[src/rtl/core/vc_pkg.sv]
// ----------------------------------------------------------------------------
// vc_pkg
// Shared constants and types for the vertex colour converter.
// ----------------------------------------------------------------------------
package vc_pkg;
  localparam logic [2:0] TYPE_DOUBLE = 3'd0;
  localparam logic [2:0] TYPE_FLOAT  = 3'd1;
  localparam logic [2:0] TYPE_BYTE   = 3'd2;
  localparam logic [2:0] TYPE_U16    = 3'd3;
  localparam logic [2:0] TYPE_U32    = 3'd4;

  localparam logic [1:0] LAYOUT_RGB  = 2'd0;
  localparam logic [1:0] LAYOUT_RGBA = 2'd1;

  localparam logic [1:0] REG_ENABLE = 2'd0;
  localparam logic [1:0] REG_TYPE   = 2'd1;
  localparam logic [1:0] REG_LAYOUT = 2'd2;

  // Per-lane kind after decode: a direct 8-bit value, a float, or a 16- or
  // 32-bit integer that still needs the scale and divide steps.
  typedef enum logic [1:0] {
    K_DIRECT = 2'd0,
    K_FLOAT  = 2'd1,
    K_U16    = 2'd2,
    K_U32    = 2'd3
  } kind_e;

  typedef struct packed {
    logic enabled;
    logic three;
    logic lane_order;
  } ctl_t;
endpackage

[src/rtl/core/vc_decode.sv]
// ----------------------------------------------------------------------------
// vc_decode
// Stage 1 for one component: narrow the raw bits to a float or an integer.
// ----------------------------------------------------------------------------
module vc_decode (
  input  logic [63:0]       raw_i,
  input  logic [2:0]        type_i,
  output vc_pkg::kind_e     kind_o,
  output logic [31:0]       val_o
);
  logic        sgn;
  logic [10:0] de;
  logic [51:0] dm;
  logic [31:0] fl;
  // Double -> single, only the outcome for the 0..255 mapping matters.
  always_comb begin
    sgn = raw_i[63];
    de  = raw_i[62:52];
    dm  = raw_i[51:0];
    fl  = 32'd0;
    if (de == 11'h7FF) begin
      fl = (dm != 52'd0) ? 32'h7FC00000 : {sgn, 31'h40000000};
    end else if (de >= 11'd1024) begin
      fl = {sgn, 31'h40000000};
    end else if (de < 11'd870) begin
      fl = {sgn, 31'd0};
    end else begin
      // Tiny values round toward zero; any nonzero positive tiny value
      // still gives a channel of 0, so this is exact for our purpose.
      if (de < 11'd897) fl = {sgn, 31'd0};
      else begin
        fl = {sgn, 8'(de - 11'd896), dm[51:29]} + {31'd0,
             dm[28] & (dm[29] | (dm[27:0] != 28'd0))};
      end
    end
  end

  always_comb begin
    case (type_i)
      vc_pkg::TYPE_DOUBLE: begin kind_o = vc_pkg::K_FLOAT; val_o = fl; end
      vc_pkg::TYPE_BYTE:   begin kind_o = vc_pkg::K_DIRECT; val_o = {24'd0, raw_i[7:0]}; end
      vc_pkg::TYPE_U16:    begin kind_o = vc_pkg::K_U16; val_o = {16'd0, raw_i[15:0]}; end
      vc_pkg::TYPE_U32:    begin kind_o = vc_pkg::K_U32; val_o = raw_i[31:0]; end
      default:             begin kind_o = vc_pkg::K_FLOAT; val_o = raw_i[31:0]; end
    endcase
  end
endmodule

[config.mk]
export PLATFORM = sky130hd
export DESIGN_NAME = vc_decode
export DESIGN_NICKNAME = d
export VERILOG_FILES = /design/src/rtl/core/vc_pkg.sv /design/src/rtl/core/vc_decode.sv
export SDC_FILE = /design/constraint.sdc
export NUM_CORES = 1
export LEC_CHECK = 0
export BUFFER_PORTS_ARGS = -buffer_cell sky130_fd_sc_hd__buf_4
export CAP_MARGIN = 20
export CORE_ASPECT_RATIO = 1.1
export CORE_MARGIN = 1
export CORE_UTILIZATION = 45
export DETAILED_ROUTE_END_ITERATION = 12
export GPL_TIMING_DRIVEN = 1
export MAX_ROUTING_LAYER = met4
export PLACE_DENSITY = 0.95
export SYNTH_ARGS = -nofsm -noshare
export SYNTH_HDL_FRONTEND = slang
export SYNTH_SLANG_ARGS = --single-unit
export TNS_END_PERCENT = 10
[constraint.sdc]
create_clock -name vclk -period 6.2
set_input_delay 1.24 -clock vclk [all_inputs]
set_output_delay 1.24 -clock vclk [all_outputs]
set_load 0.1 [all_outputs]
==> results of run 1 <==
-- area by class of cell --
cell class	count	area, sq um	share of cell area, %
Multi-Input combinational cell	185	1200	60.0
Timing Repair Buffer	101	758	37.9
Tap cell	31	38.8	1.94
Inverter	1	3.75	0.187
-- power by group through the flow --
stage	clock [W]	sequential [W]	combinational, W
floorplan	0	0	0.000151
detailed placement	0	0	0.000226
CTS	0	0	0.000226
global route	0	0	0.000236
global placement	0	0	0.000224
finish	0	0	0.000227
-- final timing paths --
check	from	to	slack, ns
hold / removal	type_i[1]	kind_o[0]	2.88
setup / recovery	raw_i[29]	val_o[28]	1.78
-- worst max-delay path: cells and delay by family --
kind / cells / cell delay (ns)
fa+ha+maj: 1 / 0.19
buf+inv: 2 / 0.42
compound gates: 1 / 0.13
simple gates: 4 / 1.01
xor+xnor: 1 / 0.19
-- per-layer routing --
layer / track usage, % / part of all wire (%)
met5: - / 0
met4: 0.752 / 0.17
met3: 1.33 / 5.2
met2: 54.2 / 51
met1: 41.4 / 44
-- stage by stage --
step                      setup slack, ns  total power, W  util [%]
final                                1.78        0.000227      78.0
after global routing                 1.64        0.000236      78.0
after CTS                            1.81        0.000226      78.0
after detailed placement             1.82        0.000226      78.0
after global placement               1.86        0.000224      78.0
after floorplan                     0.524        0.000151         -
-- synth_stat cells --
cell | count | area [sq um]
a211o_1 | 1 | 8.76
a22oi_1 | 1 | 7.51
and2_1 | 5 | 31.3
and3_2 | 1 | 7.51
and4_1 | 4 | 35.0
buf_2 | 2 | 10.0
buf_6 | 2 | 22.5
clkbuf_1 | 6 | 22.5
ha_1 | 1 | 12.5
inv_1 | 1 | 3.75
nand2_1 | 45 | 169
nand2_2 | 1 | 6.26
nand2b_1 | 1 | 6.26
nand3_1 | 11 | 55.1
nand3_2 | 1 | 10.0
nand4_1 | 14 | 87.6
nand4_2 | 1 | 12.5
nor2_1 | 8 | 30.0
nor3_1 | 5 | 25.0
nor3_2 | 1 | 10.0
nor4_1 | 13 | 81.3
nor4_4 | 3 | 63.8
o211ai_1 | 1 | 7.51
o211ai_2 | 8 | 100
o21ai_0 | 21 | 105
o31ai_1 | 2 | 15.0
o41ai_1 | 1 | 8.76
or2_2 | 1 | 6.26
or2_4 | 1 | 8.76
or3_1 | 3 | 18.8
or3_4 | 1 | 11.3
xnor2_1 | 8 | 70.1
xor2_1 | 21 | 184
-- cells by family after synthesis --
kind of cell,Yosys count,synth area share [%]
AND/OR/NAND/NOR,120,53.9
buffers and inverters,11,4.69
adder cells (fa/ha/maj),1,0.998
AO/OA/AOI/OAI,35,20.2
XOR/XNOR,29,20.3
==> flow_metrics.tcl, run 1 <==
set metrics [dict create \
    status "finished, final reports clean" \
    crit_required_ns 4.96 \
    dp.cells 318 \
    die_area_sq_um 3000 \
    rsz0062_at_grt "no" \
    min_period_ns 4.42 \
    regArea_sq_um 0 \
    tns_ns 0 \
    gp_congestion 0.877 \
    crit_chain "buf_4, and2_1, ha_1, nand3_1, nor4_4, nand4_1, xor2_1, o211ai_2, buf_4" \
    worst_ep_arrival_time_ns 3.18 \
    netSwitchingFraction_pct 71.7 \
    worst_setup_path_start_kind "input port" \
    ctsResizeCount 0 \
    diodes 0 \
    worstSetupEndpointType "output pin" \
    drt-total-wl_um 4670 \
    grt_pass1_vias 1622 \
    grt_max_degree 31 \
    final_common_cell "buf_4" \
    hp-class "in -> out" \
    path_max_fanout 8 \
    worstHoldPathCells 3 \
    fmax_ghz 0.226 \
    num-clock-buffers 0 \
    fillerInstances 207 \
    final_cell_mix "101 x buf_4, 45 x nand2_1, 21 x xor2_1, 21 x o21ai_0, 14 x nand4_1" \
    slew_headroom_pct 61.2 \
    drv_cap 0 \
    stdcell_area_sq_um 2000 \
    seq_cells 0 \
    synth_cells 196 \
    synth_cell_types 33 \
    die_w_um 52.3 \
    drt-initial-drc-count 56 \
    antenna_left 0 \
    grt_overflow 0 \
    core_area_sq_um 2570 \
    power.switching_w 0.000163 \
    start_util_pct 48.8 \
    final_cells 318 \
    timing.final.max_slew_violations 0 \
    fin_nets 357 \
    io_pins 101 \
    ir_drop_uv 94.8 \
    cpMostUsedCell "buf_4" \
    drc 0 \
    finalCritPeriodShare_pct 71.2 \
    synth_area_sq_um 1250 \
    area_delta_synth_final_pct 59.8 \
    leakage_nw 0.904 \
    pwr-share-comb_pct 100.0 \
    grtUsageTotal_pct 31.1 \
    crit_path_top_delay_cell "nor4_4" \
    hold_violations 0 \
    hpwl_um 3870 \
    avgRoutedWirePerCell_um 14.7 \
    rows 19 \
    p_per_area_nw_per_um2 113 \
    syn-num-nets 264 \
    crit_type "in -> out" \
    portBuffers 101 \
    p_seq_share_pct 0 \
    synth.avg_cell_area_sq_um 6.40 \
    clkPwrFrac_pct 0 \
    vias 1800 \
    postCtsHoldBufs 0 \
    drive_above_1_share_pct 42.2 \
    dieHeight_um 57.4 \
    routed_via_density 5.66 \
    ys_warn_count 0 \
    cpPeakStageDelay_ns 0.44 \
    antenna_found_initial 0 \
    tightest_slew_ns 0.582 \
    ys_seq_area_share_pct 0 \
    drt_pass1_iterations 4 \
    holdWs_ns 2.88 \
    setup_viol 0 \
    cts_setup_buffers 0 \
    grt_pass1_wl_um 7200 \
    place_area_sq_um 2000 \
    p_int_w 0.0000642 \
]
No activity file was read; power rests on OpenSTA's default activity.
==> run 2, diff against run 1 <==
--- a/config.mk
+++ b/config.mk
@@ -9,11 +9,11 @@
 export CAP_MARGIN = 20
 export CORE_ASPECT_RATIO = 1.1
 export CORE_MARGIN = 1
-export CORE_UTILIZATION = 45
+export CORE_UTILIZATION = 42
 export DETAILED_ROUTE_END_ITERATION = 12
 export GPL_TIMING_DRIVEN = 1
 export MAX_ROUTING_LAYER = met4
-export PLACE_DENSITY = 0.95
+export PLACE_DENSITY = 0.92
 export SYNTH_ARGS = -nofsm -noshare
 export SYNTH_HDL_FRONTEND = slang
 export SYNTH_SLANG_ARGS = --single-unit
==> constraint.sdc (replaced) <==
create_clock -name vclk -period 4.4
set_input_delay 0.88 -clock vclk [all_inputs]
set_output_delay 0.88 -clock vclk [all_outputs]
set_load 0.1 [all_outputs]
==> flow_metrics.tcl, run 2 (synthesis results as in run 1) <==
set metrics [dict create \
    worst_ep_arrival_time_ns 2.85 \
    hold_violations 0 \
    diodes 0 \
    min-delay-start "type_i[2]" \
    final_cells 320 \
    dp.cells 320 \
    crit_start "raw_i[29]" \
    rows 20 \
    io_pins 101 \
    ir_drop_uv 144 \
    pwr-share-comb_pct 100.0 \
    power.switching_w 0.000229 \
    path_depth 8 \
    final_common_cell "buf_4" \
    min_period_ns 3.73 \
    fin_nets 357 \
    p_seq_share_pct 0 \
    die_area_sq_um 3210 \
    num-clock-buffers 0 \
    busiest_layer "met2" \
    finalCritPeriodShare_pct 84.8 \
    grt_overflow 0 \
    postCtsHoldBufs 0 \
    hpwl_um 3830 \
    ctsResizeCount 0 \
    crit_buf_inv 2 \
    met3_usage_pct 1.28 \
    antenna_left 0 \
    timing.final.max_slew_violations 0 \
    hp-class "in -> out" \
    endpoint "val_o[30]" \
    final_cell_mix "101 x buf_4, 45 x nand2_1, 21 x xor2_1" \
    antenna_found_initial 0 \
    core_area_sq_um 2800 \
    vias 1831 \
    place_area_sq_um 2010 \
    drv_cap 0 \
    crit_path_top_delay_cell "nor4_4" \
    grt_pass1_wl_um 7180 \
    portBuffers 101 \
    p_int_w 0.0000905 \
    cpMostUsedCell "buf_4" \
    area_delta_synth_final_pct 60.0 \
    cpPeakStageDelay_ns 0.42 \
    grt_max_degree 31 \
    grt.met1_usage_pct 37.9 \
    fmax_ghz 0.268 \
    worstSetupEndpointType "output pin" \
    cts_setup_buffers 0 \
    p_per_area_nw_per_um2 159 \
    tightest_slew_ns 0.596 \
    die_w_um 54.1 \
    crit_required_ns 3.52 \
    netSwitchingFraction_pct 71.7 \
    cpLargestDelayFamily "simple AND/OR/NAND/NOR gates" \
    path_max_fanout 8 \
    crit_chain "buf_4, and2_1, ha_1, nand3_1, nor4_4, nand2_1, o41ai_2, buf_4" \
    grt_pass1_vias 1672 \
    met2_usage_pct 52.2 \
    setup_viol 0 \
    worst_setup_path_start_kind "input port" \
    rsz0062_at_grt "no" \
    gp_congestion 0.938 \
    drive_above_1_share_pct 42.2 \
    leakage_nw 0.904 \
    drt_pass1_iterations 4 \
    seq_cells 0 \
    start_util_pct 44.7 \
    status "finished, final reports clean" \
    slew_headroom_pct 60.1 \
    grtUsageTotal_pct 29.8 \
    crit_type "in -> out" \
    drt-initial-drc-count 57 \
    stdcell_area_sq_um 2010 \
    dieHeight_um 59.3 \
    avgRoutedWirePerCell_um 14.4 \
    routed_via_density 5.72 \
    fillerInstances 261 \
    drc 0 \
    clkPwrFrac_pct 0 \
    drt-total-wl_um 4610 \
    regArea_sq_um 0 \
]
## run 2: area by class of cell
cell class	instances	area [sq um]	area share (%)
multi-input cells	185	1200	60.0
repair buffers	101	758	37.8
well taps	33	41.3	2.06
inverters	1	3.75	0.187
## run 2: how the worst min path moves through the flow
stage,end,slack (ns),cells after the start
final,kind_o[1],2.16,3
after CTS,kind_o[0],2.16,3
after detailed placement,kind_o[0],2.16,3
after floorplan,val_o[30],2.17,2
after global routing,kind_o[0],2.19,3
after global placement,kind_o[0],2.15,3
## run 2: power by group through the flow
stage               combinational (W)  sequential [W]  clock, W
global route                 0.000334               0         0
global placement             0.000318               0         0
CTS                          0.000319               0         0
floorplan                    0.000212               0         0
finish                       0.000320               0         0
detailed placement           0.000318               0         0
## run 2: routing by layer
layer	part of all wire (%)	vias to the layer above	wire length [um]
met5	0	-	0
met4	1.1	0	53
met3	5.4	6	249
met2	50	85	2290
met1	44	824	2020
li1	-	916	-
## run 2: stage by stage
stage	util (%)	TNS [ns]	setup slack, ns	hold WS, ns	total power, W
after global routing	71.6	0	0.554	2.19	0.000334
after global placement	71.6	0	0.693	2.15	0.000318
after floorplan	-	-7.45	-0.556	2.17	0.000212
after detailed placement	71.6	0	0.675	2.16	0.000318
after CTS	71.6	0	0.670	2.16	0.000319
final	71.6	0	0.670	2.16	0.000320
## run 2: tightest hold or removal path, delay by kind of cell
family                 cells  cell delay [ns]
buffers and inverters      2             0.33
AOI/OAI and AO/OA          1             0.07
