$ cat config.mk
export PLATFORM = sky130hd
export DESIGN_NAME = vc_scale
export DESIGN_NICKNAME = d
export VERILOG_FILES = /design/src/rtl/core/vc_pkg.sv /design/src/rtl/core/vc_scale.sv
export SDC_FILE = /design/constraint.sdc
export NUM_CORES = 1
export LEC_CHECK = 0
export BUFFER_PORTS_ARGS = -buffer_cell sky130_fd_sc_hd__buf_2
export CAP_MARGIN = 20
export CORE_MARGIN = 2
export CORE_UTILIZATION = 47
export DETAILED_ROUTE_END_ITERATION = 7
export PLACE_DENSITY = 0.75
export SYNTH_ARGS = -nofsm -noshare
export SYNTH_HDL_FRONTEND = slang
export SYNTH_SLANG_ARGS = --single-unit
$ cat constraint.sdc
create_clock -name vclk -period 7.4
set_input_delay 1.11 -clock vclk [all_inputs]
set_output_delay 1.11 -clock vclk [all_outputs]
set_load 0.005 [all_outputs]
$ cat src/rtl/core/vc_pkg.sv
// ----------------------------------------------------------------------------
// vc_pkg
// Shared constants and types for the vertex colour converter.
// ----------------------------------------------------------------------------
package vc_pkg;
  localparam logic [2:0] TYPE_DOUBLE = 3'd0;
  localparam logic [2:0] TYPE_FLOAT  = 3'd1;
  localparam logic [2:0] TYPE_BYTE   = 3'd2;
  localparam logic [2:0] TYPE_U16    = 3'd3;
  localparam logic [2:0] TYPE_U32    = 3'd4;

  localparam logic [1:0] LAYOUT_RGB  = 2'd0;
  localparam logic [1:0] LAYOUT_RGBA = 2'd1;

  localparam logic [1:0] REG_ENABLE = 2'd0;
  localparam logic [1:0] REG_TYPE   = 2'd1;
  localparam logic [1:0] REG_LAYOUT = 2'd2;

  // Per-lane kind after decode: a direct 8-bit value, a float, or a 16- or
  // 32-bit integer that still needs the scale and divide steps.
  typedef enum logic [1:0] {
    K_DIRECT = 2'd0,
    K_FLOAT  = 2'd1,
    K_U16    = 2'd2,
    K_U32    = 2'd3
  } kind_e;

  typedef struct packed {
    logic enabled;
    logic three;
    logic lane_order;
  } ctl_t;
endpackage

$ cat src/rtl/core/vc_scale.sv
// ----------------------------------------------------------------------------
// vc_scale
// Stage 2 for one component: form x*255 (integer), the float channel, or pass a byte.
// ----------------------------------------------------------------------------
module vc_scale (
  input  vc_pkg::kind_e kind_i,
  input  logic [31:0]   val_i,
  output logic [39:0]   prod_o
);
  logic [7:0]  e;
  logic [23:0] m;
  logic [31:0] ip;
  logic [8:0]  ch;
  // Float: channel = trunc(round_f32(f*255)) clamped. f*255 exact in 32 bits
  // of mantissa product; round to 24 bits then truncate to integer.
  logic [31:0] p;
  logic [4:0]  msb;
  logic [31:0] rnd;
  logic [7:0]  sh;
  always_comb begin
    e   = val_i[30:23];
    m   = {1'b1, val_i[22:0]};
    p   = {m, 8'd0} - {8'd0, m};   // m*255, below 2^32
    msb = p[31] ? 5'd31 : 5'd30;
    // Keep 24 significant bits, round to nearest even.
    if (p[31]) rnd = ({p[31:8], 8'd0}) +
                     ((p[7] && (p[8] || p[6:0] != 7'd0)) ? 32'd256 : 32'd0);
    else       rnd = ({1'b0, p[30:7], 7'd0}) +
                     ((p[6] && (p[7] || p[5:0] != 6'd0)) ? 32'd128 : 32'd0);
    // value = rnd * 2^(e-127-23-8+... ) : integer part = rnd >> (31+150-e-? )
    // f = m*2^(e-150); s = p*2^(e-150); int = rnd >> (150-e)
    sh  = 8'd150 - e;
    ch  = 9'd0;
    ip  = 32'd0;
    if (e == 8'hFF) ch = (val_i[22:0] != 23'd0 || val_i[31]) ? 9'd0 : 9'd255;
    else if (val_i[31] || e < 8'd119) ch = 9'd0;
    else if (e > 8'd134) ch = 9'd255;
    else begin
      ip = rnd >> sh;
      ch = (ip >= 32'd255) ? 9'd255 : {1'b0, ip[7:0]};
    end
    if (msb == 5'd0) ch = 9'd0;
    case (kind_i)
      vc_pkg::K_FLOAT:  prod_o = {31'd0, ch};
      vc_pkg::K_DIRECT: prod_o = {32'd0, val_i[7:0]};
      default:          prod_o = {val_i, 8'd0} - {8'd0, val_i};
    endcase
  end
endmodule

==> results of run 1 <==
[metrics by stage]
step	setup TNS (ns)	hold slack (ns)	util	setup WS [ns]
floorplan	0	2.32	-	0.883
global placement	0	2.59	0.533	0.188
detailed placement	0	2.61	0.533	0.199
CTS	0	2.61	0.533	0.173
global route	-0.0204	2.64	0.538	-0.0132
finish	0	2.61	0.538	0.191
[placed cells by master, fill, tap and decap left out, types with 9 or more instances in the layout]
cell,instances
a21oi_1,60
o221ai_1,9
nand2_1,54
a22oi_1,10
inv_1,38
nor3_1,32
and2_1,24
ha_1,29
and4_1,11
or3_1,10
o21ai_0,45
nor2_1,70
nand4_1,15
buf_2,74
xnor2_1,38
a31oi_1,11
buf_4,26
nor4_1,14
o211ai_1,13
xor2_1,11
and3_1,16
nand2b_1,15
nand3_1,27
[metal layers]
metal / part of all wire / routed length (microns) / global-route usage / up-vias
met5: 0 / 0 / 0 / -
met4: 0.024 / 480 / 0.0796 / 0
met3: 0.11 / 2150 / 0.0445 / 60
met2: 0.44 / 8600 / 0.508 / 447
met1: 0.43 / 8510 / 0.471 / 3115
li1: - / - / - / 3169
[synthesized netlist by cell type (5+ instances only)]
cell,count,area (sq um)
a22oi_1,10,75.1
nand4b_1,6,52.6
a211oi_1,7,52.6
o221a_2,5,56.3
nor3_1,32,160
nand4_1,15,93.8
o22ai_1,9,56.3
a31oi_1,11,68.8
xnor2_1,41,359
o221ai_1,9,78.8
clkbuf_1,47,176
o31ai_1,9,67.6
o21bai_1,7,52.6
and4_1,11,96.3
o21ai_1,5,25.0
nand3_1,27,135
a41oi_1,5,43.8
mux2i_1,8,80.1
and3_1,17,106
or4_1,8,60.1
o211ai_1,13,97.6
a21oi_1,61,305
xor2_1,12,105
or3_1,10,62.6
a211o_1,5,43.8
nor4_1,14,87.6
a21o_1,8,60.1
o211a_1,5,50.1
inv_1,38,143
a221oi_1,5,43.8
o21ai_0,46,230
nand2_1,54,203
nand2b_1,15,93.8
ha_1,29,363
mux2_2,6,67.6
and2_1,24,150
nor2_1,70,263
[power by group through the flow]
stage / logic (mW) / registers [mW] / clock network (mW)
6_report: 0.587 / 0 / 0
5_1_grt: 0.635 / 0 / 0
4_1_cts: 0.563 / 0 / 0
3_5_place_dp: 0.560 / 0 / 0
3_3_place_gp: 0.557 / 0 / 0
2_1_floorplan: 0.396 / 0 / 0
[worst max-delay path, cell delays in order]
cell and delay, ns:
buf_2 0.13, inv_1 0.06, ha_1 0.44, nand4_1 0.24, a21oi_1 0.52, nor3_1 0.16, xnor2_1 0.41, and4_1 0.36
nand3_1 0.22, nor3_1 0.38, xnor2_1 0.26, o211a_1 0.26, o2111ai_1 0.14, or4_1 0.42, o21ai_0 0.13, a41oi_1 0.19
nand2b_4 0.24, o31a_1 0.30, buf_2 0.12
[cell type report]
cell class | instances | area (sq um) | share of cell area
Timing Repair Buffer | 100 | 566 | 0.0971
Tap cell | 140 | 175 | 0.0301
Multi-Input combinational cell | 706 | 4940 | 0.847
Inverter | 40 | 150 | 0.0258
[path summary, 6_finish.rpt]
check / startpoint / end / slack [ns] / depth (start not counted)
worst max-delay path: val_i[14] / prod_o[7] / 0.19 / 19
worst min-delay path: val_i[0] / prod_o[0] / 2.61 / 3
[cell families (layout without fill, tap and decap cells)]
group | count (synthesis) | after routing
adders and majority gates | 29 | 29
buffers and inverters | 94 | 140
AOI/OAI and AO/OA | 269 | 269
xor gates and xnor gates | 55 | 55
muxes | 17 | 17
and+or+nand+nor | 336 | 336
==> out/qor.csv, run 1 <==
metric;value;unit
grt ovf;0;
crit start category;input port;
first-pass GRT wire length;31.6;mm
DRT antenna net count;0;
combinational family with the most area after synthesis;simple AND/OR/NAND/NOR gates;
Placed Cells;986;
Total GRT Usage;0.326;
register area share after synthesis;0;
Initial Util;0.483;
Post-Layout Cell Count;986;
Psw;363;uW
Avg WL per Cell;20.0;microns
cell internal pwr;224;uW
Adder-Cell Fraction of Synth Area;0.0692;
Final GP Congestion;0.984;
VDD IR-drop max;0.0431;mV
simple logic cell fraction of the synthesized area;0.367;
# DRC;0;
largest net degree at the start of global routing;40;
Clk pwr share;0;
crit path capture type;output port;
antenna violations before repair;0;
Synth Area in XOR/XNOR;0.0948;
die height;110;microns
post-CTS setup buffers;0;
Via Count;6791;
Mapped Nets;863;
router iterations before antenna repair;7;
Die Area;12000;sq um
I/O pin count;74;
fillers;1108;
PortBufs;74;
fraction of layout cells with a size suffix above 1;0.184;
area delta synth->final;11.2;%
Comb power frac;1.000;
Max Cap Violations;0;
post-synth cell types;89;
fin area;5830;sq um
Post-Synthesis Cells;800;
Final setup viols;0;
run status;finished clean;
Site Rows;38;
vias in the first global route;6140;
YS warnings;0;
Pwr Total;587;uW
part of the cycle the worst path needs;0.974;
routed wire length;19.8;mm
dpl cell area;5780;sq um
max-slew violations;0;
crit path time final;7.21;ns
Die W;110;microns
Synth Area in Compound Gates;0.359;
CP required;6.29;ns
Min-Delay Path Class;in2out;
core box area;10800;sq um
CTS resizes;0;
switching share of total power;0.618;
Nets;911;
1st-iter DRT viols;842;
final hold violations;0;
achievable frequency;139;MHz
mux share of post-synthesis cell area;0.0396;
Static Leak;2.40;nW
HPWL Detailed;15.7;mm
Synth Cell Area;5240;sq um
crit path max fanout;8;
Rel. slew slack;0.307;
Worst-Margin Slew;1.03;ns
syn avg cell area;6.55;sq um
storage element area;0;sq um
pwr/cell area;101;nW/um^2
sequential cell count;0;
clk_buf instances;0;
Flop pwr share;0;
# diodes;0;
Post-CTS Hold Fix Bufs;0;
WP data arrival;6.10;ns
crit path kind;in2out;
vias per cell;6.89;
Note: power is estimated with default switching activity, not from simulation.
==> run 2, diff against run 1 <==
Settings changed: CORE_UTILIZATION 47 to 60, PLACE_DENSITY 0.75 to 0.91.
==> out/qor.csv, run 2 (synthesis gave the netlist of run 1 again) <==
metric;value;unit
run status;finished clean;
Min-Delay Path Class;in2out;
VDD IR-drop max;0.0569;mV
achievable frequency;140;MHz
storage element area;0;sq um
crit path capture type;output port;
hold endpoint;prod_o[0];
antenna violations before repair;0;
Nets;909;
DRT antenna net count;0;
Site Rows;34;
crit path max fanout;7;
Initial Util;0.610;
Placed Cells;952;
vias in the first global route;6064;
# DRC;0;
PortBufs;74;
HPWL Detailed;14.9;mm
WP data arrival;6.05;ns
pwr/cell area;101;nW/um^2
metal3 WL;1.95;mm
Post-Layout Cell Count;952;
Die W;97.5;microns
largest net degree at the start of global routing;40;
sequential cell count;0;
area delta synth->final;9.98;%
Avg WL per Cell;19.7;microns
commonest non-fill, non-tap cell in the layout;buf_2;
Final GP Congestion;1.04;
Total GRT Usage;0.372;
1st-iter DRT viols;822;
hold path startpoint;val_i[0];
Max Cap Violations;0;
router iterations before antenna repair;6;
crit start category;input port;
Highest Signal Layer;met4;
part of the cycle the worst path needs;0.968;
Rel. slew slack;0.242;
routed wire length;18.8;mm
Hold Path Depth;3;
TNS Setup;0;ns
die height;97.5;microns
fraction of layout cells with a size suffix above 1;0.181;
vias per cell;7.12;
crit path kind;in2out;
grt ovf;0;
first-pass GRT wire length;30.0;mm
Final setup viols;0;
crit path time final;7.16;ns
Worst-Margin Slew;1.13;ns
Static Leak;2.39;nW
Die Area;9500;sq um
metal2 WL;8.51;mm
CP required;6.29;ns
clk_buf instances;0;
core box area;8590;sq um
# diodes;0;
most frequent cells in the layout;buf_2, nor2_1, a21oi_1, nand2_1, o21ai_0;
final hold violations;0;
M1 WL;7.42;mm
max-slew violations;0;
I/O pin count;74;
Via Count;6776;
## run 2: cell count changes in the layout (fill, tap and decap cells not counted), sizes merged
cell  delta
buf      -2
## run 2: how the worst max path moves through the flow
stage / slack, ns / cells past startpoint / endpoint / start
2_1_floorplan: 0.88 / 19 / prod_o[0] / val_i[11]
4_1_cts: 0.22 / 19 / prod_o[5] / val_i[6]
3_5_place_dp: 0.23 / 19 / prod_o[5] / val_i[6]
3_3_place_gp: 0.27 / 18 / prod_o[5] / val_i[6]
5_1_grt: -0.01 / 18 / prod_o[2] / val_i[6]
6_report: 0.24 / 18 / prod_o[0] / val_i[6]
## run 2: power by group
part | internal [mW] | leakage, nW | switching [mW] | total [mW]
clock network | 0 | 0 | 0 | 0
logic | 0.225 | 2.39 | 0.358 | 0.583
registers | 0 | 0 | 0 | 0
total | 0.225 | 2.39 | 0.358 | 0.583
## run 2: layout make-up
cell class,count,area [sq um]
fillers,773,2830
inverters,40,150
multi-input cells,706,4930
well taps,108,135
repair buffers,98,551
## run 2: per-layer routing
metal | track usage | up-vias
li1 | - | 3164
met1 | 0.502 | 3056
met2 | 0.599 | 476
met3 | 0.0432 | 80
met4 | 0.154 | 0
met5 | 0 | -
## run 2: repair_timing
| item | CTS | global route |
|---|---|---|
| gates resized for setup | 0 | 8 |
| endpoints found under the hold margin | 0 | 0 |
| hold buffers | 0 | 0 |
| buffers inserted | 0 | 0 |
| setup endpoints to repair | 0 | 8 |
## run 2: metrics by stage
stage | setup WS [ns] | area, sq um | utilization | hold slack [ns] | total power, mW
after global placement | 0.271 | 5730 | 0.666 | 2.60 | 0.549
after global routing | -0.0101 | 5760 | 0.671 | 2.63 | 0.626
after detailed placement | 0.230 | 5730 | 0.666 | 2.61 | 0.555
after CTS | 0.225 | 5730 | 0.666 | 2.60 | 0.558
final | 0.236 | 5760 | 0.671 | 2.61 | 0.583
after floorplan | 0.883 | 5240 | - | 2.32 | 0.396
## run 2: critical path, stage by stage
cell and delay (ns):
buf_2 0.17, or4_1 0.63, buf_4 0.20, nor4_4 0.43
o31ai_2 0.18, a31oi_1 0.31, nor2_1 0.16, or4_4 0.48
nor4_4 0.34, xor2_2 0.24, o22ai_2 0.18, mux2_4 0.33
o2bb2ai_2 0.14, nor4_4 0.30, nand4_1 0.14, a311o_1 0.40
a22o_1 0.20, buf_2 0.12
==> run 3, diff against run 2 <==
==> constraint.sdc (replaced) <==
create_clock -name vclk -period 7.4
set_input_delay 1.11 -clock vclk [all_inputs]
set_output_delay 1.11 -clock vclk [all_outputs]
set_load 0.1 [all_outputs]
==> out/qor.csv, run 3 (synthesis gave the netlist of run 1 again) <==
metric;value;unit
I/O pin count;74;
Min-Delay Path Class;in2out;
first-pass GRT wire length;29.6;mm
vias per cell;7.15;
crit path from;val_i[3];
Avg WL per Cell;19.4;microns
Total GRT Usage;0.369;
CP required;6.29;ns
largest net degree at the start of global routing;40;
crit path capture type;output port;
pwr/cell area;133;nW/um^2
antenna violations before repair;0;
# DRC;0;
Max Cap Violations;0;
Highest Signal Layer;met4;
storage element area;0;sq um
Rel. slew slack;0.321;
post-CTS setup buffers;0;
Site Rows;34;
run status;finished clean;
hold endpoint;prod_o[5];
fillers;760;
crit path kind;in2out;
part of the cycle the worst path needs;0.981;
Static Leak;2.47;nW
VDD IR-drop max;0.0915;mV
RSZ-0062 raised after global routing;true;
clk_buf instances;0;
vias in the first global route;5989;
dpl cell area;5890;sq um
crit start category;input port;
core box area;8590;sq um
router iterations before antenna repair;6;
routed wire length;18.6;mm
1st-iter DRT viols;799;
grt ovf;0;
sequential cell count;0;
Worst-Margin Slew;1.01;ns
Die Area;9500;sq um
Initial Util;0.610;
# diodes;0;
CTS resizes;0;
fin area;5940;sq um
fraction of layout cells with a size suffix above 1;0.192;
M1 WL;7.30;mm
final hold violations;0;
Hold Path Depth;3;
Post-CTS Hold Fix Bufs;0;
commonest non-fill, non-tap cell in the layout;nor2_1;
area delta synth->final;13.4;%
crit path max fanout;9;
Nets;916;
Die W;97.5;microns
HPWL Detailed;15.0;mm
Via Count;6857;
die height;97.5;microns
crit path time final;7.26;ns
max-slew violations;0;
most frequent cells in the layout;nor2_1, buf_2, a21oi_1, nand2_1, o21ai_0;
metal2 WL;8.20;mm
Final setup viols;0;
Pwr Total;788;uW
hold path startpoint;val_i[5];
metal3 WL;2.00;mm
WP data arrival;6.15;ns
achievable frequency;138;MHz
PortBufs;74;
Final GP Congestion;1.06;
DRT antenna net count;0;
[run 3: how the worst max path moves through the flow]
stage	end
6_report	prod_o[0]
3_5_place_dp	prod_o[2]
3_3_place_gp	prod_o[0]
4_1_cts	prod_o[0]
2_1_floorplan	prod_o[1]
5_1_grt	prod_o[0]
[run 3: area by class of cell]
| cell class | count | area, sq um | share of cell area |
|---|---|---|---|
| Multi-Input combinational cell | 706 | 4950 | 0.833 |
| Timing Repair Buffer | 105 | 708 | 0.119 |
| Tap cell | 108 | 135 | 0.0227 |
| Inverter | 40 | 150 | 0.0253 |
[run 3: metal layers]
| metal | vias to the layer above | track usage |
|---|---|---|
| met5 | - | 0 |
| met4 | 0 | 0.176 |
| met2 | 489 | 0.593 |
| met1 | 3088 | 0.489 |
| met3 | 97 | 0.0453 |
| li1 | 3183 | - |
[run 3: per-stage QoR]
stage | utilization | std cells | TNS, ns | hold WS (ns) | setup slack [ns]
after detailed placement | 0.685 | 959 | 0 | 2.69 | 0.198
after CTS | 0.685 | 959 | 0 | 2.70 | 0.199
after global placement | 0.685 | 959 | 0 | 2.70 | 0.283
final | 0.691 | 959 | 0 | 2.71 | 0.143
after floorplan | - | 800 | -1.06 | 2.66 | -0.532
after global routing | 0.691 | 959 | -0.0727 | 2.72 | -0.0325
[run 3: power breakdown]
group	switching (mW)	leakage [nW]	total [mW]	internal, mW
clock network	0	0	0	0
registers	0	0	0	0
logic	0.541	2.47	0.788	0.247
total	0.541	2.47	0.788	0.247
[run 3: critical path, stage by stage]
cell	delay, ns
buf_2	0.15
ha_1	0.41
a211o_1	0.35
a21o_1	0.21
or4_4	0.55
a21oi_2	0.15
xnor2_1	0.13
or4_4	0.61
nor4_4	0.34
xor2_2	0.23
o221ai_1	0.17
a21oi_1	0.29
o22ai_1	0.15
nor4_4	0.32
nand4_1	0.12
a311o_1	0.37
a22o_1	0.20
buf_2	0.29
