==> config.mk <==
export PLATFORM = sky130hd
export DESIGN_NAME = vc_divide
export DESIGN_NICKNAME = d
export VERILOG_FILES = /design/src/rtl/core/vc_pkg.sv /design/src/rtl/core/vc_divide.sv
export SDC_FILE = /design/constraint.sdc
export NUM_CORES = 1
export LEC_CHECK = 0
export ABC_CLOCK_PERIOD_IN_PS = 2700
export BUFFER_PORTS_ARGS = -buffer_cell sky130_fd_sc_hd__buf_4
export CORE_AREA = 2 2 74 58
export DETAILED_ROUTE_END_ITERATION = 6
export DIE_AREA = 0 0 76 60
export RECOVER_POWER = 25
export SLEW_MARGIN = 25
export SYNTH_ARGS = -nofsm -noshare
export SYNTH_HDL_FRONTEND = slang
export SYNTH_SLANG_ARGS = --single-unit
export TNS_END_PERCENT = 10
==> constraint.sdc <==
create_clock -name vclk -period 2.7
set_input_delay 0.405 -clock vclk [all_inputs]
set_output_delay 0.405 -clock vclk [all_outputs]
set_load 0.02 [all_outputs]
==> src/rtl/core/vc_pkg.sv <==
// ----------------------------------------------------------------------------
// vc_pkg
// Shared constants and types for the vertex colour converter.
// ----------------------------------------------------------------------------
package vc_pkg;
  localparam logic [2:0] TYPE_DOUBLE = 3'd0;
  localparam logic [2:0] TYPE_FLOAT  = 3'd1;
  localparam logic [2:0] TYPE_BYTE   = 3'd2;
  localparam logic [2:0] TYPE_U16    = 3'd3;
  localparam logic [2:0] TYPE_U32    = 3'd4;

  localparam logic [1:0] LAYOUT_RGB  = 2'd0;
  localparam logic [1:0] LAYOUT_RGBA = 2'd1;

  localparam logic [1:0] REG_ENABLE = 2'd0;
  localparam logic [1:0] REG_TYPE   = 2'd1;
  localparam logic [1:0] REG_LAYOUT = 2'd2;

  // Per-lane kind after decode: a direct 8-bit value, a float, or a 16- or
  // 32-bit integer that still needs the scale and divide steps.
  typedef enum logic [1:0] {
    K_DIRECT = 2'd0,
    K_FLOAT  = 2'd1,
    K_U16    = 2'd2,
    K_U32    = 2'd3
  } kind_e;

  typedef struct packed {
    logic enabled;
    logic three;
    logic lane_order;
  } ctl_t;
endpackage

==> src/rtl/core/vc_divide.sv <==
// ----------------------------------------------------------------------------
// vc_divide
// Stage 3 for one component: exact floor(x*255/max) by reciprocal trick.
// ----------------------------------------------------------------------------
module vc_divide (
  input  vc_pkg::kind_e kind_i,
  input  logic [39:0]   prod_i,
  output logic [7:0]    chan_o
);
  logic [40:0] q16;
  logic [40:0] q32;
  logic [40:0] t;
  always_comb begin
    // floor(y/(2^n-1)) = (y + (y>>n) + 1) >> n for y < (2^n-1)*2^n.
    t   = {1'b0, prod_i} + 41'(prod_i >> 16) + 41'd1;
    q16 = t >> 16;
    t   = {1'b0, prod_i} + 41'(prod_i >> 32) + 41'd1;
    q32 = t >> 32;
    case (kind_i)
      vc_pkg::K_U16: chan_o = q16[7:0];
      vc_pkg::K_U32: chan_o = q32[7:0];
      default:       chan_o = prod_i[7:0];
    endcase
  end
endmodule

==> results of run 1 <==
[placed cells by master, fill, tap and decap left out, types with 2 or more instances in the layout]
cell	count
o211ai_1	2
nand4_1	12
ha_1	16
a21oi_1	6
a21oi_2	7
nand2b_1	2
buf_4	85
and3_1	2
nor2_1	13
a211oi_2	2
nor3_2	2
o21a_1	5
xor2_1	4
or3_1	2
ha_4	13
buf_6	9
nor3_1	2
a221o_1	3
nand2_1	17
nor4_2	2
inv_1	4
o21ai_0	6
nand3_1	5
o21ai_1	3
a211o_1	2
a21o_1	5
xnor2_1	8
a21oi_4	2
nor2_2	2
[metal layers]
metal	part of all wire (%)	vias up	GRT usage [%]	wire [um]
li1	-	904	-	-
met1	46	860	34.17	2530
met2	44	81	43.11	2470
met3	7.6	12	1.964	421
met4	2.4	0	3.896	131
met5	0	-	0	0
[stage by stage]
step / worst slack, ns / TNS, ns / util, % / hold slack (ns)
2_1_floorplan: 0.007982 / 0 / - / 1.009
3_3_place_gp: -0.3495 / -1.466 / 52.94 / 1.194
3_5_place_dp: -0.3964 / -1.746 / 52.94 / 1.196
4_1_cts: -0.04194 / -0.1415 / 61.52 / 1.194
5_1_grt: -0.1613 / -1.036 / 63.94 / 1.202
6_report: -0.09558 / -0.3512 / 63.94 / 1.178
[logic make-up (layout without fill, tap and decap cells)]
| kind of cell | Yosys count | after routing |
|---|---|---|
| compound gates | 59 | 59 |
| xor+xnor | 12 | 12 |
| fa+ha+maj | 29 | 29 |
| buf+inv | 5 | 99 |
| mux | 1 | 1 |
| simple gates | 72 | 72 |
[worst max path at each step]
stage | slack (ns) | depth (start not counted) | end | start
final | -0.1 | 10 | chan_o[3] | prod_i[26]
after global routing | -0.16 | 11 | chan_o[3] | prod_i[10]
after CTS | -0.04 | 11 | chan_o[3] | prod_i[10]
after detailed placement | -0.40 | 11 | chan_o[4] | prod_i[8]
after global placement | -0.35 | 11 | chan_o[4] | prod_i[8]
after floorplan | 0.008 | 8 | chan_o[7] | prod_i[10]
[layout make-up]
class,instances,area share (%)
Multi-Input combinational cell,173,66.20
Timing Repair Buffer,95,30.42
Tap cell,55,2.775
Inverter,4,0.6054
[worst max-delay path: cells and delay by family]
| kind | cells | cell delay, ns |
|---|---|---|
| compound gates | 6 | 1.39 |
| fa+ha+maj | 1 | 0.26 |
| buf+inv | 2 | 0.24 |
| xor+xnor | 1 | 0.10 |
[repair_timing]
item / in CTS / in global routing
gates cloned: 0 / 0
resized for setup: 47 / 17
endpoints found under the setup margin: 8 / 8
hold buffers: 0 / 0
pin swaps: 21 / 19
setup buffers: 4 / 0
[power by group through the flow]
stage / combinational [mW] / sequential (mW) / clock [mW]
after global routing: 0.551 / 0 / 0
after CTS: 0.472 / 0 / 0
after detailed placement: 0.408 / 0 / 0
after floorplan: 0.208 / 0 / 0
final: 0.511 / 0 / 0
after global placement: 0.405 / 0 / 0
==> flow_metrics.tcl, run 1 <==
set metrics [dict create \
    outcome "finished with violations" \
    violations "negative setup slack" \
    synth_nets 249 \
    switching_share_pct 48.91 \
    port_buffers 50 \
    synth_top_family_by_area "compound AO/OA/AOI/OAI gates" \
    coreArea_sq_mm 0.003879 \
    worst_pin_slew_ns 0.4700 \
    via_per_inst 5.679 \
    cellLeakagePower_nw 1.059 \
    clkPwrFrac_pct 0 \
    path_max_fanout 4 \
    die_h_um 60 \
    grt_max_degree 9 \
    period_needed_ns 2.796 \
    hpwlAfterDp_um 4337 \
    synth_top_cell_area_share_pct 27.80 \
    drt_pre_antenna_iters 5 \
    synth_area_sq_mm 0.001305 \
    place_inst 323 \
    syn_to_final_growth_pct 90.03 \
    die_w_um 76 \
    initial_core_util_pct 33.65 \
    wl_um 5554 \
    synthCells 178 \
    hold_path_class "in -> out" \
    post_dp_cell_area_sq_mm 0.002053 \
    grtUsageTotal_pct 24.59 \
    synth_xor_area_share_pct 8.054 \
    gp_congestion 0.9164 \
    p_comb_share_pct 100.0 \
    final_antenna_net_count 0 \
    cpMostUsedCell "buf_6" \
    worstSetupPathType "in -> out" \
    rsz0062_at_grt "true" \
    slowest_delay_ns 0.33 \
    path_cells "buf_6, ha_4, a2111oi_4, o21ai_1, a31oi_1, o211a_1, o21a_1, xnor2_1, a221o_1, buf_6" \
    clockBufferCount 0 \
    drv_slew 0 \
    critPathArrivalTime_ns 2.39 \
    setup_viol 7 \
    intPower_mw 0.2608 \
    synth.area.mux_share_pct 0.7670 \
    required_ns 2.30 \
    num_rows 20 \
    vias 1857 \
    nFillCells 334 \
    dieArea_sq_mm 0.004560 \
    finalNonFillerCells 327 \
    ys_warn_count 0 \
    ys_seq_area_share_pct 0 \
    final_hold_viol_count 0 \
    synthTopCellsByArea "ha_1, a21oi_1, nand4_1" \
    insertedDiodeCount 0 \
    first_global_vias 1769 \
    switchingPower_mw 0.2497 \
    antenna_found_initial 0 \
    drive_gt1_share_pct 52.94 \
    yosys.area.top_type "ha_1" \
    regArea_sq_um 0 \
    worst_slack_ns -0.09558 \
    critPathSlowestCell "a2111oi_4" \
    hold_end "chan_o[0]" \
    endpoint_kind "output port" \
    wl_per_cell_um 16.98 \
    syn_avg_cell_area_sq_um 7.331 \
    synth_compound_area_share_pct 33.17 \
    relSlewSlack_pct 68.55 \
    start_kind "primary input" \
    yosys.area_share.simple_pct 28.76 \
    yosys-top-cells-count "ha_1, nand2_1, a21oi_1, nor2_1, nand4_1" \
    grt_first_pass_wirelength_um 8873 \
    ios 50 \
    drtIter0Drc 152 \
    p_per_area_mw_per_mm2 205.9 \
    hold_start "prod_i[0]" \
    fin_nets 345 \
    max_cap_viol_count 0 \
    overflow 0 \
    multiInputGateArea_sq_mm 0.001642 \
    fin_area_sq_mm 0.002480 \
    synth_most_common_cell "ha_1" \
    drc 0 \
    synthAdderAreaFrac_pct 27.80 \
    seq_cells 0 \
    max-vdd-ir-drop_v 0.00009432 \
    finalPower_mw 0.5105 \
    fmax_mhz 357.7 \
    synth_cell_types 45 \
    fin_crit_sh_pct 103.5 \
    seq_power_share_pct 0 \
    hold_depth 4 \
]
No activity file was read; power rests on OpenSTA's default activity.
==> inputs of run 2 (changes only) <==
--- a/config.mk
+++ b/config.mk
@@ -12,4 +12,5 @@
 export DIE_AREA = 0 0 76 60
 export RECOVER_POWER = 25
+export SKIP_LAST_GASP = 1
 export SLEW_MARGIN = 25
 export SYNTH_ARGS = -nofsm -noshare
==> constraint.sdc (replaced) <==
create_clock -name vclk -period 2.7
set_input_delay 0.54 -clock vclk [all_inputs]
set_output_delay 0.54 -clock vclk [all_outputs]
set_load 0.02 [all_outputs]
==> run 2 against run 1 <==
Net effect:
- the flow still finishes with violations (negative setup slack)
- sequential share of layout area is the same
- maximum frequency is 9.9% lower
- first-iteration DRC count fell by 48%
- final area shrank 6.5%
- hold slack better by 0.28 ns
- combinational power fell by 10%
- worst setup slack got worse by 0.31 ns
- largest power group unchanged
- highest routed layer is now met3
==> flow_metrics.tcl, run 2 (synthesis gave the netlist of run 1 again) <==
set metrics [dict create \
    outcome "finished with violations" \
    violations "negative setup slack" \
    p_comb_share_pct 100.0 \
    die_w_um 76 \
    dieArea_sq_mm 0.004560 \
    critPathArrivalTime_ns 2.56 \
    finalPower_mw 0.4592 \
    place_inst 327 \
    num_rows 20 \
    coreArea_sq_mm 0.003879 \
    fin_nets 348 \
    worstSetupPathType "in -> out" \
    cpMostUsedCell "buf_4" \
    required_ns 2.16 \
    insertedDiodeCount 0 \
    worst_pin_slew_ns 0.3438 \
    endpoint_kind "output port" \
    gp_congestion 0.8789 \
    fmax_mhz 322.3 \
    timing.hold.ws_ns 1.462 \
    max_cap_viol_count 0 \
    port_buffers 50 \
    drt_pre_antenna_iters 4 \
    nFillCells 381 \
    slowest_delay_ns 0.38 \
    finalNonFillerCells 330 \
    grt_max_degree 9 \
    switchingPower_mw 0.2197 \
    drv_slew 0 \
    switching_share_pct 47.85 \
    first_global_vias 1640 \
    final_antenna_net_count 0 \
    final_hold_viol_count 0 \
    grt_first_pass_wirelength_um 7838 \
    drtIter0Drc 79 \
    overflow 0 \
    clockBufferCount 0 \
    hold_path_class "in -> out" \
    cellLeakagePower_nw 1.063 \
    setup-tns-final_ns -2.732 \
    period_needed_ns 3.103 \
    relSlewSlack_pct 77.08 \
    clkPwrFrac_pct 0 \
    ctsHoldBuffers 0 \
    grtUsageTotal_pct 20.92 \
    critPathBufInv 5 \
    hold_start "prod_i[3]" \
    seq_power_share_pct 0 \
    pre_cts_ws_ns -0.4673 \
    max-vdd-ir-drop_v 0.0001025 \
    hpwlAfterDp_um 4040 \
    initial_core_util_pct 33.65 \
    start_kind "primary input" \
    seq_cells 0 \
    wl_per_cell_um 14.49 \
    setup_viol 8 \
    critPathTopFamily "compound AO/OA/AOI/OAI gates" \
    hold_depth 3 \
    critPathLaunch "prod_i[27]" \
    p_per_area_mw_per_mm2 197.9 \
    path_max_fanout 4 \
    rsz0062_at_grt "true" \
    layout_commonest_cell "buf_4" \
    path_cells "buf_4, ha_1, nand4_1, buf_4, nor2_1, o21ai_2, a21oi_2, o31ai_2, buf_4, buf_4, a311o_2, buf_4" \
    syn_to_final_growth_pct 77.76 \
    most-common-layout-cells "buf_4, ha_1, nand2_1" \
    ios 50 \
    die_h_um 60 \
    fin_crit_sh_pct 114.9 \
    hold_end "chan_o[3]" \
    worst_slack_ns -0.4032 \
    drc 0 \
    intPower_mw 0.2394 \
    via_per_inst 5.200 \
    antenna_found_initial 0 \
    regArea_sq_um 0 \
    critPathSlowestCell "a311o_2" \
    drive_gt1_share_pct 47.27 \
    wl_um 4781 \
    vias 1716 \
]
==> run 2: final cells by class <==
type / instances / area [sq um] / area share (%)
multi-input combinational: 173 / 1470 / 63.38
timing repair buffer: 98 / 765.7 / 33.01
tap: 55 / 68.82 / 2.967
inverter: 4 / 15.01 / 0.6473
==> run 2: tightest hold or removal path, stage by stage <==
cell and delay [ns]:
buf_4 0.10, a221o_1 0.16, buf_6 0.12
==> run 2: stage by stage <==
step	util, %	instance area, sq um
6_report	59.81	2320
3_3_place_gp	55.13	2138
2_1_floorplan	-	1360
3_5_place_dp	55.13	2138
5_1_grt	59.81	2320
4_1_cts	57.19	2218
==> run 2: worst max-delay path by stage <==
stage                endpoint  slack (ns)  depth (start not counted)
finish              chan_o[4]       -0.40                         12
global route        chan_o[4]       -0.47                         11
floorplan           chan_o[5]       -0.02                          8
detailed placement  chan_o[4]       -0.47                         10
global placement    chan_o[7]       -0.45                         11
CTS                 chan_o[3]       -0.40                         11
==> run 2: layer usage <==
| layer | GRT usage, % | vias to the layer above | routed length (um) |
|---|---|---|---|
| met5 | 0 | - | 0 |
| met1 | 31.80 | 768 | 2509 |
| met4 | 0.2597 | 0 | 0 |
| met3 | 1.964 | 0 | 261 |
| li1 | - | 902 | - |
| met2 | 34.06 | 46 | 2010 |
==> run 2: power groups by stage <==
stage	sequential, mW	clock [mW]	combinational, mW
after floorplan	0	0	0.218
after global placement	0	0	0.412
after CTS	0	0	0.432
final	0	0	0.459
after global routing	0	0	0.504
after detailed placement	0	0	0.413
==> run 2: timing repair <==
action,CTS,global route
gates resized for setup,11,17
pin swaps,9,17
buffers inserted,2,1
endpoints found under the setup margin,8,8
==> inputs of run 3 (changes only) <==
- ABC_CLOCK_PERIOD_IN_PS: 2700 -> 3400
- clock period: 2.7 -> 3.4 ns (I/O delays scaled with it)
==> run 3 against run 2 <==
Net effect:
- global-route usage up 1.6 points
- final area down 5.8%
- the flow now finishes without violations
- non-clock buffer count is 17 lower
- hold slack better by 0.29 ns
- via count is 6.1% higher
- cell count shrank 5.2%
- sequential share of layout area did not move
- combinational power is 20% lower
- routed wire length is 14% higher
- worst setup slack better by 0.41 ns
==> flow_metrics.tcl, run 3 (synthesis gave the netlist of run 1 again) <==
set metrics [dict create \
    outcome "complete, no violations" \
    hold_start "prod_i[3]" \
    nFillCells 389 \
    die_w_um 76 \
    clockBufferCount 0 \
    critPathSlowestCell "or4_4" \
    drive_gt1_share_pct 44.57 \
    path_cells "buf_4, ha_4, nand4_1, nor2_1, a221oi_1, buf_4, a21oi_2, a211oi_2, buf_4, or4_4, nand3_2, buf_6" \
    drtIter0Drc 121 \
    worst_pin_slew_ns 0.4232 \
    die_h_um 60 \
    fin_area_sq_mm 0.002186 \
    finalPower_mw 0.3658 \
    worstSetupPathType "in -> out" \
    port_buffers 50 \
    hold_path_class "in -> out" \
    overflow 0 \
    max_cap_viol_count 0 \
    ios 50 \
    start_kind "primary input" \
    final_antenna_net_count 0 \
    max-vdd-ir-drop_v 0.00006746 \
    vias 1821 \
    period_needed_ns 3.392 \
    fin_crit_sh_pct 99.75 \
    hpwlAfterDp_um 4263 \
    grtUsageTotal_pct 22.48 \
    critPathTopFamily "simple AND/OR/NAND/NOR gates" \
    dieArea_sq_mm 0.004560 \
    regArea_sq_um 0 \
    required_ns 2.72 \
    critPathArrivalTime_ns 2.71 \
    cellLeakagePower_nw 0.9680 \
    coreArea_sq_mm 0.003879 \
    post_dp_cell_area_sq_mm 0.001971 \
    fin_nets 331 \
    relSlewSlack_pct 71.68 \
    final_hold_viol_count 0 \
    fmax_mhz 294.9 \
    first_global_vias 1678 \
    most-common-layout-cells "buf_4, ha_1, nand2_1" \
    multiInputGateArea_sq_mm 0.001493 \
    seq_cells 0 \
    cpMostUsedCell "buf_4" \
    hold_depth 3 \
    antenna_found_initial 0 \
    drt_pre_antenna_iters 5 \
    wl_um 5444 \
    path_max_fanout 4 \
    via_per_inst 5.818 \
    ctsHoldBuffers 0 \
    layout_commonest_cell "buf_4" \
    insertedDiodeCount 0 \
    hold_end "chan_o[3]" \
    endpoint_kind "output port" \
    grt_first_pass_wirelength_um 8217 \
    setup_viol 0 \
    syn_to_final_growth_pct 67.50 \
    p_per_area_mw_per_mm2 167.3 \
    gp_congestion 0.8956 \
    drc 0 \
    rsz0062_at_grt "true" \
    num_rows 20 \
    initial_core_util_pct 33.65 \
    wl_per_cell_um 17.39 \
    grt_max_degree 9 \
    slowest_delay_ns 0.47 \
    drv_slew 0 \
    critPathBufInv 4 \
]
==> run 3: cell types whose count changed in the layout (fill, tap and decap cells not counted), sizes merged <==
cell / change
clkbuf: +1
buf: -18
==> run 3: how the worst max path moves through the flow <==
stage,startpoint,to,slack (ns),cells past startpoint
finish,prod_i[26],chan_o[5],0.008,12
global route,prod_i[26],chan_o[2],-0.08,11
CTS,prod_i[5],chan_o[3],-0.02,10
detailed placement,prod_i[8],chan_o[4],-0.15,11
global placement,prod_i[8],chan_o[4],-0.16,11
floorplan,prod_i[10],chan_o[7],0.16,8
==> run 3: routing by layer <==
layer  vias to the layer above  wire [um]  track usage (%)
li1                        870          -                -
met1                       852       2480            32.40
met2                        89       2464            38.01
met3                        10        422            1.813
met4                         0         77            3.117
met5                         -          0                0
==> run 3: layout make-up <==
type	count	area share, %
inverter	4	0.6869
multi-input combinational	173	68.29
tap	55	3.148
timing repair buffer	81	27.88
==> run 3: through the flow <==
stage	TNS, ns	hold WS [ns]	util [%]	setup slack (ns)	instances
after detailed placement	-0.5064	1.748	50.81	-0.1494	312
after global placement	-0.3298	1.747	50.81	-0.1602	312
after floorplan	0	1.559	-	0.1580	178
final	0	1.754	56.35	0.008461	313
after CTS	-0.03276	1.746	52.13	-0.01715	313
after global routing	-0.2199	1.775	56.35	-0.08484	313
==> run 3: power breakdown <==
group / internal [mW] / leakage, nW / switching (mW)
Combinational: 0.182 / 0.968 / 0.184
Sequential: 0 / 0 / 0
Clock: 0 / 0 / 0
==> run 3: what timing repair did <==
item / CTS / global route
endpoints found under the hold margin: 0 / 0
resized for setup: 7 / 27
endpoints found under the setup margin: 7 / 7
pin swaps: 5 / 12
setup buffers: 1 / 0
